===== config.mk =====
export PLATFORM = sky130hd
export DESIGN_NAME = iss_cell
export DESIGN_NICKNAME = d
export VERILOG_FILES = /design/src/sv/insertion_sorter_unit_assert.svh /design/src/sv/iss_pkg.sv /design/src/sv/iss_cell.sv
export SDC_FILE = /design/constraint.sdc
export NUM_CORES = 1
export LEC_CHECK = 0
export ABC_AREA = 1
export BUFFER_PORTS_ARGS = -buffer_cell sky130_fd_sc_hd__buf_2
export CELL_PAD_IN_SITES_DETAIL_PLACEMENT = 1
export CELL_PAD_IN_SITES_GLOBAL_PLACEMENT = 1
export CORE_MARGIN = 4
export CORE_UTILIZATION = 33
export DETAILED_ROUTE_END_ITERATION = 8
export PLACE_DENSITY_LB_ADDON = 0.1
export SLEW_MARGIN = 20
export SYNTH_ARGS = -nofsm -noshare
export SYNTH_HDL_FRONTEND = slang
export SYNTH_SLANG_ARGS = --single-unit

===== constraint.sdc =====
create_clock -name clock -period 4.1 [get_ports clock]
set_clock_uncertainty 0.2 [all_clocks]
set_input_delay 0.205 -clock clock [delete_from_list [all_inputs] [get_ports clock]]
set_output_delay 0.205 -clock clock [all_outputs]
set_load 0.01 [all_outputs]

===== src/sv/insertion_sorter_unit_assert.svh =====
// Assertion macros for the insertion sorter unit.
`ifndef INSERTION_SORTER_UNIT_ASSERT_SVH
`define INSERTION_SORTER_UNIT_ASSERT_SVH

// Same-cycle implication, checked outside reset.
`define ISU_ASSERT_NOW(label, ante, cons, msg) \
   label: assert property (@(posedge clock) disable iff (reset) (ante) |-> (cons)) \
      else $error(msg);

// Next-cycle implication, checked outside reset.
`define ISU_ASSERT_NEXT(label, ante, cons, msg) \
   label: assert property (@(posedge clock) disable iff (reset) (ante) |=> (cons)) \
      else $error(msg);

`endif


===== src/sv/iss_pkg.sv =====
// Types and constants shared by the insertion sorter modules.
package iss_pkg;

   localparam int CAPACITY = 64;

   typedef struct packed {
      logic signed [31:0] value;
      logic               set_end;
   } req_type;

   typedef struct packed {
      logic signed [31:0] sorted_value;
      logic               run_end;
      logic               overflowed;
   } rsp_type;

   typedef struct packed {
      logic               insert;
      logic               shift;
      logic signed [31:0] value;
   } cell_ctrl_type;

endpackage


===== src/sv/iss_cell.sv =====
// One cell of the sorter chain: holds one value, inserts or shifts toward the head.
module iss_cell
   import iss_pkg::*;
(
   input  logic               clock,
   input  logic               reset,
   input  cell_ctrl_type      ctrl,
   input  logic signed [31:0] left_value,
   input  logic               left_valid,
   input  logic               left_gt,
   input  logic signed [31:0] right_value,
   input  logic               right_valid,
   output logic signed [31:0] value,
   output logic               valid,
   output logic               gt
);

   logic signed [31:0] value_ff, value_in;
   logic               valid_ff, valid_in;

   // empty cells count as larger than anything; equal values stay ahead
   assign gt = !valid_ff || (value_ff > ctrl.value);

   always_comb begin
      value_in = value_ff;
      valid_in = valid_ff;
      if (ctrl.insert && gt) begin
         if (!left_gt) begin
            value_in = ctrl.value;
            valid_in = 1'b1;
         end else begin
            value_in = left_value;
            valid_in = left_valid;
         end
      end else if (ctrl.shift) begin
         value_in = right_value;
         valid_in = right_valid;
      end
   end

   always_ff @(posedge clock) begin
      if (reset) begin
         valid_ff <= 1'b0;
      end else begin
         valid_ff <= valid_in;
      end
   end

   always_ff @(posedge clock) begin
      value_ff <= value_in;
   end

   assign value = value_ff;
   assign valid = valid_ff;

endmodule


Word-level counts from Yosys, hierarchy flattened --
Index checks and enable logic that the tools add are counted.
Word-level totals: output and inout bits 34, bits of input ports 103, register bits 33, word-level logic and storage cells 13
Operators by class: multiplexer cells 6, magnitude comparators 1, reduce and logical (&&, ||, !) cells 4
Operators by type and width (count):
- two-way mux 32 bit | 3
- greater-than comparator 32 bit | 1
- two-way mux 1 bit | 3
- nonzero test 2 bit | 1
- logical AND 1 bit | 1
- logical NOT 1 bit | 1
- logical OR 1 bit | 1

Longest topological paths before layout --
Gate-level depths: netlist of the first run.
word-level depth 4, gate-level depth with buffers 21, mapped depth without buffers 20

Least setup slack after synthesis of the first run --
OpenSTA, ideal clock, no wires.
path type reg-to-reg, start point register value_ff[31], in the netlist value[31], end point register value_ff[0], in the netlist value[0], enable pin, period minus slack after synthesis 3.085 ns, required time 3.511 ns, stages on the path, launching flop included 14, arrival time 2.495 ns, setup time 0.389 ns, path buffers 1, setup slack 1.015 ns, cell sequence edfxtp_1 -> ha_1 -> nand2_1 -> inv_2 -> nand3_2 -> nor2_2 -> and3_1 -> nand2_1 -> nand3_1 -> nand3_2 -> nand2_4 -> nand2_8 -> buf_2 -> nand2_1
On the way: cells in the longest elaborated chain, start to end 4
RTL lines:
- start, declared | line iss_cell.sv:18 | logic signed [31:0] value_ff, value_in;
- start signal, assigned | line iss_cell.sv:50 | value_ff <= value_in;
- greater-than comparator 32 bit | line iss_cell.sv:22 | assign gt = !valid_ff || (value_ff > ctrl.value);
- logical OR 1 bit | line iss_cell.sv:22
- via gt | line iss_cell.sv:15 | output logic gt
- logical AND 1 bit | line iss_cell.sv:27 | if (ctrl.insert && gt) begin
- nonzero test 2 bit (no source line)
The timed path passes the listed nets, and every way through them passes these cells. A chain may end at the register's enable or synchronous reset.

Worst setup path in the final report of the first run --
start point register value_ff[31], in the netlist value[31], end point register value_ff[17], in the netlist value[17], enable pin
On the way: cells in the longest elaborated chain, start to end 4
RTL lines (line):
- greater-than comparator 32 bit | iss_cell.sv:22
- logical OR 1 bit | iss_cell.sv:22
- logical AND 1 bit | iss_cell.sv:27
- nonzero test 2 bit (no source line)
Every way passes these cells.

==> results_tabular.tex, run 1 <==
\begin{tabular}{lr}
\hline
Metric & Value \\
\hline
\multicolumn{2}{l}{\textbf{Status}} \\
\quad Outcome & complete, no violations \\
\multicolumn{2}{l}{\textbf{Global route}} \\
\quad Wire length of the first global-routing pass & 14.0 mm \\
\quad Vias in the first global route & 2999 \\
\quad Global-route usage over all layers & 17.4\% \\
\quad Pin count of the biggest net entering global routing & 37 \\
\quad Initial antenna violation count & 0 \\
\quad Remaining global-route overflow & 0 \\
\multicolumn{2}{l}{\textbf{Synthesis}} \\
\quad Synth cell types & 24 \\
\quad Total standard cell area after synthesis & 2830 um\^{}2 \\
\quad Net count of the mapped netlist & 476 \\
\quad Number of instances in the synthesized netlist & 341 \\
\quad Synthesized area per cell & 8.29 um\^{}2 \\
\quad Synth Warn \# & 0 \\
\quad Register area share after synthesis & 34.7\% \\
\quad Post-synthesis register bit count & 33 \\
\multicolumn{2}{l}{\textbf{Floorplan}} \\
\quad Die height & 101 um \\
\quad Full die area & 10100 um\^{}2 \\
\quad Die Width & 101 um \\
\quad Core Footprint & 8260 um\^{}2 \\
\quad Total I/O pin count & 137 \\
\quad Starting density of the core & 34.2\% \\
\quad Number of rows in the core area & 33 \\
\multicolumn{2}{l}{\textbf{Timing}} \\
\quad Number of hold-slack violations in the final timing report & 0 \\
\quad Setup repair after global routing missed its margin & false \\
\quad Top achievable clock speed & 316 MHz \\
\quad Accumulated negative setup slack & 0 ns \\
\quad Final cycle utilization of the critical path & 77.1\% \\
\quad Time the worst path needs with I/O delays and setup & 3.16 ns \\
\quad Total setup violations reported at the end of the flow & 0 \\
\quad Hold Slack & 0.00280 ns \\
\quad Max-slew headroom & 54.3\% \\
\quad Final WS setup & 0.937 ns \\
\quad Slew of the pin with the lowest slew margin & 0.685 ns \\
\quad Final number of max-transition violations & 0 \\
\multicolumn{2}{l}{\textbf{Clock network}} \\
\quad Worst-Skew Late Latency & 0.28 ns \\
\quad Post-CTS sizing & 0 \\
\quad Clock-pin slew reported for the worst setup and hold paths after clock tree synthesis & 0.07 ns \\
\quad Hold-fix buffer count after cts & 26 \\
\quad Number of buffers created by CTS & 5 \\
\quad TritonCTS clock tree & built \\
\quad Maximum level of the CTS H-tree & 2 \\
\quad Num Clock Sinks & 33 \\
\quad CTS max path bufs & 2 \\
\quad Post-CTS Setup Inserts & 0 \\
\quad Cell at the root of the clock tree & clkbuf\_8 \\
\multicolumn{2}{l}{\textbf{Pwr}} \\
\quad Power per unit of standard cell area & 285 nW/um\^{}2 \\
\quad Sum of internal, switching and leakage power & 1110 uW \\
\quad Leakage power & 0.00215 uW \\
\quad IR drop worst, VDD & 0.000106 V \\
\multicolumn{2}{l}{\textbf{Setup path}} \\
\quad Worst-path cell chain & ha\_1, nand2\_1, inv\_2, nand3\_2, nor2\_2, and3\_1, nand2\_1, nand3\_1, nand3\_2, nand2\_4, nand2\_8, nand2\_1, buf\_12 \\
\quad Slack of the worst reg-to-reg path & 0.94 ns \\
\quad Critical Path RT & 3.89 ns \\
\quad Slowest library cell on the worst path & nand2\_1 \\
\quad Crit path top cell by count & nand2\_1 \\
\quad Critical Path Sink Type & register \\
\quad Delay of the slowest critical-path stage & 0.55 ns \\
\quad Setup crit start kind & register \\
\quad Largest fanout on the critical path & 36 \\
\quad Crit path arrival time & 2.95 ns \\
\quad Category of the most critical setup path & reg -> reg \\
\multicolumn{2}{l}{\textbf{Place}} \\
\quad Port Buf Inserts & 136 \\
\quad Final GP Congestion & 0.737 \\
\quad Sum of net half-perimeters after detailed placement & 6.67 mm \\
\quad Pre-CTS setup slack & 0.868 ns \\
\multicolumn{2}{l}{\textbf{Drt}} \\
\quad Post-detailed-route DRC marker count & 0 \\
\quad Count of routing violations after the opening detailed-route iteration & 36 \\
\quad Via count & 2798 \\
\quad Post-route antenna net violation count & 0 \\
\quad Total wire length & 8.64 mm \\
\quad Detailed-routing iteration count for the pre-antenna-repair pass & 4 \\
\quad Vias per inst & 4.62 \\
\quad Average routed wire per standard cell & 14.3 um \\
\multicolumn{2}{l}{\textbf{Final layout}} \\
\quad Nets & 635 \\
\quad Growth of design area from synthesis to finish & 38.2\% \\
\quad Antenna cell count & 0 \\
\quad Utilization of the core after routing & 47.3\% \\
\quad Share of cells above drive strength 1 & 36.5\% \\
\quad Filler Cells Inserted & 1054 \\
\quad Area occupied by multi-input gates & 1550 um\^{}2 \\
\quad Reg area & 981 um\^{}2 \\
\multicolumn{2}{l}{\textbf{Job}} \\
\quad Number of max-cap violations & 0 \\
\multicolumn{2}{l}{\textbf{Hold path}} \\
\quad Class of the worst hold path & in -> reg \\
\hline
\end{tabular}
[cells by family (layout without fill, tap and decap cells)]
family | after synthesis | count (layout) | synth area share, %
compound gates | 47 | 47 | 16.6
fa+ha+maj | 32 | 32 | 14.2
simple gates | 167 | 167 | 24.0
buf+inv | 62 | 222 | 10.5
flops | 33 | 33 | 34.7
[metrics by stage]
stage               instance area (um^2)  std cells
global placement                    3570        572
CTS                                 3910        606
floorplan                           2830        341
global route                        3910        606
detailed placement                  3570        572
finish                              3910        606
[cells in the mapped netlist]
master      n  area share, %
a21o_1      2           0.53
a21oi_1    11            1.9
and3_1      1           0.22
buf_12      3            2.1
buf_2       6            1.1
clkbuf_1    3           0.40
dfxtp_1     1           0.71
edfxtp_1   32             34
ha_1       32             14
inv_1      47            6.2
inv_2       2           0.27
inv_8       1           0.40
nand2_1   142             19
nand2_4     1           0.40
nand2_8     1           0.71
nand3_1     5           0.88
nand3_2     2           0.71
nand4_1     1           0.22
nor2_1     12            1.6
nor2_2      1           0.22
o211ai_1    2           0.53
o211ai_2   30             13
o21ai_0     2           0.35
or2_2       1           0.22
[layer usage]
metal	GRT usage, %	wire (um)	vias to the layer above
li1	-	-	1434
met1	21.0	3600	1274
met2	30.8	4340	82
met3	4.15	596	8
met4	4.46	102	0
met5	0	0	-
[critical path: cells and delay by family, from the launching register on]
kind | cells | cell delay [ns]
adders and majority gates | 1 | 0.35
buffers and inverters | 2 | 0.32
DFF | 1 | 0.40
and+or+nand+nor | 10 | 1.58
[flip-flops by register name, indices dropped and copies added, names as in the netlist]
signal	count
valid	1
value	32
[final timing paths]
| check | start | to | cells past startpoint |
|---|---|---|---|
| max | value[31] | value[17] | 13 |
| min | right_value[10] | value[10] | 3 |
| max reg2reg | value[31] | value[17] | 13 |
| min reg2reg | valid | valid | 2 |
[layout make-up]
class / count / share of cell area [%]
well taps: 105 / 3.36
clock inverters: 1 / 0.128
clock buffers: 7 / 1.95
multi-input cells: 246 / 39.7
flip-flops and latches: 33 / 25.1
repair buffers: 164 / 24.8
inverters: 50 / 5.00
[cells in the final DEF (no fill, tap or decap), drive strengths merged]
| cell type | instances |
|---|---|
| nand2 | 144 |
| buf | 138 |
| inv | 50 |
| ha | 32 |
| edfxtp | 32 |
| o211ai | 32 |
| dlygate4sd3 | 26 |
| nor2 | 13 |
| a21oi | 11 |
| nand3 | 7 |
| clkbuf | 7 |
| a21o | 2 |
| o21ai | 2 |
| and3 | 1 |
| nand4 | 1 |
| or2 | 1 |
| clkinv | 1 |
| dfxtp | 1 |
[power by group]
group | leakage, uW | switching, uW | internal [uW] | total, uW
clock network | 0.0000422 | 123 | 119 | 242
registers | 0.000337 | 26.3 | 430 | 456
logic | 0.00177 | 234 | 180 | 414
No activity file was read; power rests on OpenSTA's default activity.
==> run 2: changes to the inputs <==
CORE_UTILIZATION = 30   (was 33)
clock period = 2.8 ns   (was 4.1 ns; I/O delays follow)
==> results_tabular.tex, run 2 (synthesized netlist as in run 1, its figures left out) <==
\begin{tabular}{lr}
\hline
Metric & Value \\
\hline
\multicolumn{2}{l}{\textbf{Setup path}} \\
\quad Length in cells of the worst reg-to-reg path & 13 (unchanged) \\
\quad Category of the most critical setup path & reg -> reg \\
\quad Setup crit start kind & register \\
\quad Slack of the worst reg-to-reg path & 0.25 ns (-0.69 ns) \\
\quad Crit path arrival time & 2.35 ns (-0.60 ns) \\
\quad Critical Path Sink Type & register \\
\quad Critical register-to-register path endpoint & value[12] \\
\quad Largest fanout on the critical path & 17 (-53\%) \\
\quad Critical Path RT & 2.60 ns (-1.29 ns) \\
\quad Startpoint of the worst-slack reg-to-reg timing path & value[31] \\
\multicolumn{2}{l}{\textbf{Global route}} \\
\quad Wire length of the first global-routing pass & 15.7 mm (+12\%) \\
\quad Remaining global-route overflow & 0 (unchanged) \\
\quad Pin count of the biggest net entering global routing & 34 (-8.1\%) \\
\quad Vias in the first global route & 3224 (+7.5\%) \\
\quad Initial antenna violation count & 0 (unchanged) \\
\quad Global-route usage over all layers & 17.5\% (+0.13 points) \\
\multicolumn{2}{l}{\textbf{Timing}} \\
\quad Time the worst path needs with I/O delays and setup & 2.55 ns (-0.609 ns) \\
\quad Max-slew headroom & 50.3\% (-4.0 points) \\
\quad Final WS setup & 0.246 ns (-0.691 ns) \\
\quad Top achievable clock speed & 392 MHz (+24\%) \\
\quad Hold Slack & 0.0631 ns (+0.0603 ns) \\
\quad Final number of max-transition violations & 0 (unchanged) \\
\quad Slew of the pin with the lowest slew margin & 0.745 ns (+0.0604 ns) \\
\quad Number of hold-slack violations in the final timing report & 0 (unchanged) \\
\quad Accumulated negative setup slack & 0 ns (unchanged) \\
\quad Final cycle utilization of the critical path & 91.2\% (+14 points) \\
\quad Setup repair after global routing missed its margin & false \\
\quad Total setup violations reported at the end of the flow & 0 (unchanged) \\
\multicolumn{2}{l}{\textbf{Clock network}} \\
\quad Maximum level of the CTS H-tree & 2 (unchanged) \\
\quad Num Clock Sinks & 33 (unchanged) \\
\quad CTS max path bufs & 2 (unchanged) \\
\quad TritonCTS clock tree & built \\
\quad Worst-Skew Late Latency & 0.28 ns (about the same) \\
\quad Clock-pin slew reported for the worst setup and hold paths after clock tree synthesis & 0.07 ns (about the same) \\
\quad Number of buffers created by CTS & 5 (unchanged) \\
\quad Cell at the root of the clock tree & clkbuf\_8 \\
\multicolumn{2}{l}{\textbf{Drt}} \\
\quad Met3 wirelength from detailed routing & 515 um (-14\%) \\
\quad Count of routing violations after the opening detailed-route iteration & 47 (+31\%) \\
\quad Detailed-routing iteration count for the pre-antenna-repair pass & 4 (unchanged) \\
\quad Average routed wire per standard cell & 14.7 um (+3.1\%) \\
\quad Via count & 2987 (+6.8\%) \\
\quad Vias per inst & 4.51 (-2.3\%) \\
\quad Post-route antenna net violation count & 0 (unchanged) \\
\quad Met1 wire length & 4.29 mm (+19\%) \\
\quad Met2 wirelength from detailed routing & 4.78 mm (+10\%) \\
\quad Total wire length & 9.73 mm (+13\%) \\
\quad Post-detailed-route DRC marker count & 0 (unchanged) \\
\quad Uppermost signal routing layer after detailed routing & met4 \\
\multicolumn{2}{l}{\textbf{Pwr}} \\
\quad IR drop worst, VDD & 0.000168 V (+59\%) \\
\quad Power per unit of standard cell area & 391 nW/um\^{}2 (+37\%) \\
\quad Leakage power & 0.00238 uW (+11\%) \\
\multicolumn{2}{l}{\textbf{Floorplan}} \\
\quad Full die area & 11000 um\^{}2 (+9.2\%) \\
\quad Number of rows in the core area & 35 (+6.1\%) \\
\quad Starting density of the core & 30.7\% (-3.5 points) \\
\quad Die Width & 105 um (+4.5\%) \\
\quad Total I/O pin count & 137 (unchanged) \\
\quad Core Footprint & 9200 um\^{}2 (+11\%) \\
\quad Die height & 105 um (+4.5\%) \\
\multicolumn{2}{l}{\textbf{Final layout}} \\
\quad Utilization of the core after routing & 48.4\% (+1.0 points) \\
\quad Most common cell after layout, fill and taps aside & nand2\_1 \\
\quad Growth of design area from synthesis to finish & 57.3\% \\
\quad Nets & 684 (+7.7\%) \\
\quad Most frequent cells in the layout & nand2\_1, buf\_2, dlygate4sd3\_1 \\
\quad Share of cells above drive strength 1 & 34.7\% (-1.8 points) \\
\quad Number of flip-flops under the largest register name & 32 (unchanged) \\
\multicolumn{2}{l}{\textbf{Place}} \\
\quad Final GP Congestion & 0.750 (+1.8\%) \\
\quad Port Buf Inserts & 136 (unchanged) \\
\quad Pre-CTS setup slack & 0.146 ns (-0.723 ns) \\
\quad Sum of net half-perimeters after detailed placement & 6.85 mm (+2.8\%) \\
\multicolumn{2}{l}{\textbf{Hold path}} \\
\quad Start point of the worst hold path & left\_value[0] \\
\quad Hold path depth & 4 (+1) \\
\quad Class of the worst hold path & in -> reg \\
\quad Sink of the worst hold path & value[0] \\
\multicolumn{2}{l}{\textbf{Job}} \\
\quad Number of max-cap violations & 0 (unchanged) \\
\multicolumn{2}{l}{\textbf{Status}} \\
\quad Outcome & complete, no violations \\
\hline
\end{tabular}
run 2: changes by cell type in the layout (fill, tap and decap cells not counted), moves of 2 or more:
cell           before  now
dlygate4sd3_1      26   68
buf_4               1    4
buf_12              1    3
nand2_4             1    3
run 2: power breakdown:
| group | internal (uW) | switching (uW) | total [uW] |
|---|---|---|---|
| registers | 630 | 41.0 | 671 |
| logic | 322 | 366 | 688 |
| clock network | 201 | 178 | 379 |
| total | 1150 | 586 | 1740 |
run 2: area by class of cell:
class | instances | area, um^2
tap | 111 | 139
fill | 1163 | 4750
timing repair buffer | 212 | 1460
clock buffer | 8 | 90.1
sequential | 33 | 981
antenna | 1 | 2.50
inverter | 50 | 204
multi-input combinational | 247 | 1570
run 2: worst max path at each step:
stage                     startpoint         to  slack (ns)  cells past startpoint
after floorplan            value[31]   value[0]        0.02                     13
after global placement     value[31]  value[11]        0.19                     14
after detailed placement   value[31]  value[11]        0.15                     14
after CTS                  value[31]  value[20]        0.13                     14
after global routing       value[31]  value[20]        0.01                     13
final                      value[31]  value[12]        0.25                     13
run 2: what timing repair did:
action	in CTS	in global routing
hold buffers	68	0
gates resized for setup	0	5
endpoints found under the hold margin	33	0
setup endpoints to repair	0	64
setup buffers	0	3
run 2: worst max-delay path, cell delays in order (launching register included):
cell and delay, ns:
edfxtp_1 0.40, ha_1 0.35, nand2_1 0.08, inv_2 0.06, nand3_2 0.07, nor2_2 0.14
and3_1 0.19, nand2_1 0.07, nand3_1 0.08, nand3_2 0.10, nand2_4 0.13, nand2_8 0.12
nand2_4 0.11, buf_12 0.16
run 2: per-stage QoR:
step	cells	total power, uW	cell area, um^2
after floorplan	341	1050	2830
after global placement	581	1270	3620
after detailed placement	581	1290	3620
after CTS	657	1750	4390
after global routing	661	1870	4450
final	662	1740	4450
run 2: per-layer routing:
layer / global-route usage (%) / vias to the layer above
li1: - / 1535
met1: 21.4 / 1357
met4: 4.59 / 0
met5: 0 / -
met3: 3.64 / 9
met2: 31.1 / 86
==> run 3: changes to the inputs <==
CORE_UTILIZATION = 33   (was 30)
clock period = 2.6 ns   (was 2.8 ns; I/O delays follow)
==> results_tabular.tex, run 3 (synthesized netlist as in run 1, its figures left out) <==
\begin{tabular}{lr}
\hline
Metric & Value \\
\hline
\multicolumn{2}{l}{\textbf{Status}} \\
\quad Outcome & complete, no violations \\
\multicolumn{2}{l}{\textbf{Clock network}} \\
\quad Worst-Skew Late Latency & 0.29 ns (about the same) \\
\quad Maximum level of the CTS H-tree & 2 (unchanged) \\
\quad CTS max path bufs & 2 (unchanged) \\
\quad Number of buffers created by CTS & 5 (unchanged) \\
\quad Clock-pin slew reported for the worst setup and hold paths after clock tree synthesis & 0.07 ns (about the same) \\
\quad Num Clock Sinks & 33 (unchanged) \\
\quad TritonCTS clock tree & built \\
\quad Cell at the root of the clock tree & clkbuf\_8 \\
\multicolumn{2}{l}{\textbf{Global route}} \\
\quad Vias in the first global route & 3401 (+5.5\%) \\
\quad Pin count of the biggest net entering global routing & 35 (+2.9\%) \\
\quad Wire length of the first global-routing pass & 15.5 mm (-0.92\%) \\
\quad Remaining global-route overflow & 0 (unchanged) \\
\quad Initial antenna violation count & 0 (unchanged) \\
\quad Global-route usage over all layers & 19.3\% (+1.8 points) \\
\multicolumn{2}{l}{\textbf{Hold path}} \\
\quad Class of the worst hold path & in -> reg \\
\multicolumn{2}{l}{\textbf{Setup path}} \\
\quad Slowest library cell on the worst path & edfxtp\_1 \\
\quad Crit path top cell by count & nand2\_1 \\
\quad Critical Path Sink Type & register \\
\quad Critical Path RT & 2.39 ns (-0.21 ns) \\
\quad Crit path arrival time & 2.34 ns (about the same) \\
\quad Delay of the slowest critical-path stage & 0.39 ns (about the same) \\
\quad Category of the most critical setup path & reg -> reg \\
\quad Worst-path cell chain & ha\_1, a21o\_1, nor2\_2, nand2\_2, nand2\_1, nand2\_1, nand2\_1, nand2\_1, nand2\_1, nand3\_2, nand2\_4, nand2\_8, nand2\_4, buf\_12 \\
\quad Setup crit start kind & register \\
\quad Largest fanout on the critical path & 20 (+3) \\
\multicolumn{2}{l}{\textbf{Final layout}} \\
\quad Final standard cell area without fillers & 4710 um\^{}2 (+5.9\%) \\
\quad Nets & 698 (+2.0\%) \\
\quad Number of flip-flops under the largest register name & 32 (unchanged) \\
\quad Most frequent cells in the layout & buf\_2, nand2\_1, dlygate4sd3\_1 \\
\quad Most common cell after layout, fill and taps aside & buf\_2 \\
\quad Share of cells above drive strength 1 & 41.7\% (+6.9 points) \\
\quad Growth of design area from synthesis to finish & 66.6\% \\
\quad Number of standard cells in the layout, taps in and fillers out & 669 (+1.1\%) \\
\quad Antenna cell count & 0 (-1) \\
\multicolumn{2}{l}{\textbf{Timing}} \\
\quad Hold Slack & 0.0564 ns (-0.00669 ns) \\
\quad Number of hold-slack violations in the final timing report & 0 (unchanged) \\
\quad Slew of the pin with the lowest slew margin & 0.316 ns (-0.429 ns) \\
\quad Total setup violations reported at the end of the flow & 0 (unchanged) \\
\quad Setup repair after global routing missed its margin & true \\
\quad Top achievable clock speed & 392 MHz (+0.21\%) \\
\quad Max-slew headroom & 78.9\% (+29 points) \\
\quad Final cycle utilization of the critical path & 98.0\% (+6.8 points) \\
\quad Final WS setup & 0.0518 ns (-0.195 ns) \\
\quad Final number of max-transition violations & 0 (unchanged) \\
\quad Accumulated negative setup slack & 0 ns (unchanged) \\
\quad Time the worst path needs with I/O delays and setup & 2.55 ns (-0.00548 ns) \\
\multicolumn{2}{l}{\textbf{Place}} \\
\quad Pre-CTS setup slack & 0.0549 ns (-0.0907 ns) \\
\quad Port Buf Inserts & 136 (unchanged) \\
\quad Final GP Congestion & 0.798 (+6.4\%) \\
\quad Sum of net half-perimeters after detailed placement & 6.70 mm (-2.2\%) \\
\quad Inst Count DP & 576 (-0.86\%) \\
\quad Area post-placement & 3640 um\^{}2 (+0.48\%) \\
\multicolumn{2}{l}{\textbf{Job}} \\
\quad Number of max-cap violations & 0 (unchanged) \\
\multicolumn{2}{l}{\textbf{Drt}} \\
\quad Post-detailed-route DRC marker count & 0 (unchanged) \\
\quad Via count & 3128 (+4.7\%) \\
\quad Post-route antenna net violation count & 0 (unchanged) \\
\quad Count of routing violations after the opening detailed-route iteration & 52 (+11\%) \\
\quad Detailed-routing iteration count for the pre-antenna-repair pass & 4 (unchanged) \\
\quad Average routed wire per standard cell & 15.4 um (+4.5\%) \\
\quad Vias per inst & 4.68 (+3.6\%) \\
\quad Total wire length & 10.3 mm (+5.6\%) \\
\multicolumn{2}{l}{\textbf{Floorplan}} \\
\quad Starting density of the core & 34.2\% (+3.5 points) \\
\quad Core Footprint & 8260 um\^{}2 (-10\%) \\
\quad Total I/O pin count & 137 (unchanged) \\
\quad Die height & 101 um (-4.3\%) \\
\quad Number of rows in the core area & 33 (-5.7\%) \\
\quad Full die area & 10100 um\^{}2 (-8.4\%) \\
\quad Die Width & 101 um (-4.3\%) \\
\multicolumn{2}{l}{\textbf{Pwr}} \\
\quad Leakage power & 0.00247 uW (+3.7\%) \\
\quad Power per unit of standard cell area & 420 nW/um\^{}2 (+7.6\%) \\
\quad IR drop worst, VDD & 0.000202 V (+20\%) \\
\hline
\end{tabular}
-- run 3: path summary, 6_finish.rpt --
check,slack (ns),to,depth (start not counted),from
hold / removal,0.06,value[10],5,ctrl[10]
setup / recovery,0.05,value[30],14,value[7]
hold reg to reg,0.35,valid,2,valid
setup reg to reg,0.05,value[30],14,value[7]
-- run 3: power breakdown --
| group | leakage [uW] | total, uW | switching [uW] | internal [uW] |
|---|---|---|---|---|
| logic | 0.00209 | 844 | 436 | 408 |
| clock network | 0.0000455 | 411 | 195 | 216 |
| registers | 0.000337 | 724 | 46.2 | 678 |
| total | 0.00247 | 1980 | 677 | 1300 |
-- run 3: area by class of cell --
| cell class | count | area [um^2] |
|---|---|---|
| timing repair buffer | 225 | 1590 |
| fill | 998 | 3550 |
| multi-input combinational | 248 | 1710 |
| sequential | 33 | 981 |
| inverter | 50 | 204 |
| clock buffer | 8 | 90.1 |
| tap | 105 | 131 |
-- run 3: layer usage --
metal | wire (um) | global-route usage, % | vias to the layer above
met1 | 4100 | 21.2 | 1469
met4 | 122 | 4.77 | 0
met3 | 527 | 3.88 | 10
met2 | 5530 | 37.3 | 83
met5 | 0 | 0 | -
li1 | - | - | 1566
-- run 3: critical path, delay by kind of cell, from the launching register on --
family | cells | cell delay (ns)
and+or+nand+nor | 11 | 0.94
DFF | 1 | 0.39
adders and majority gates | 1 | 0.33
AOI/OAI and AO/OA | 1 | 0.19
buffers and inverters | 1 | 0.18
-- run 3: timing repair --
item / in CTS / in global routing
resized for setup: 0 / 39
buffers inserted: 0 / 12
hold buffers: 69 / 0
setup endpoints to repair: 0 / 66
hold endpoints to repair: 33 / 0
-- run 3: through the flow --
step | utilization, % | total power [uW]
4_1_cts | 53.5 | 1890
3_3_place_gp | 44.1 | 1370
5_1_grt | 57.0 | 2120
3_5_place_dp | 44.1 | 1390
6_report | 57.0 | 1980
2_1_floorplan | - | 1130
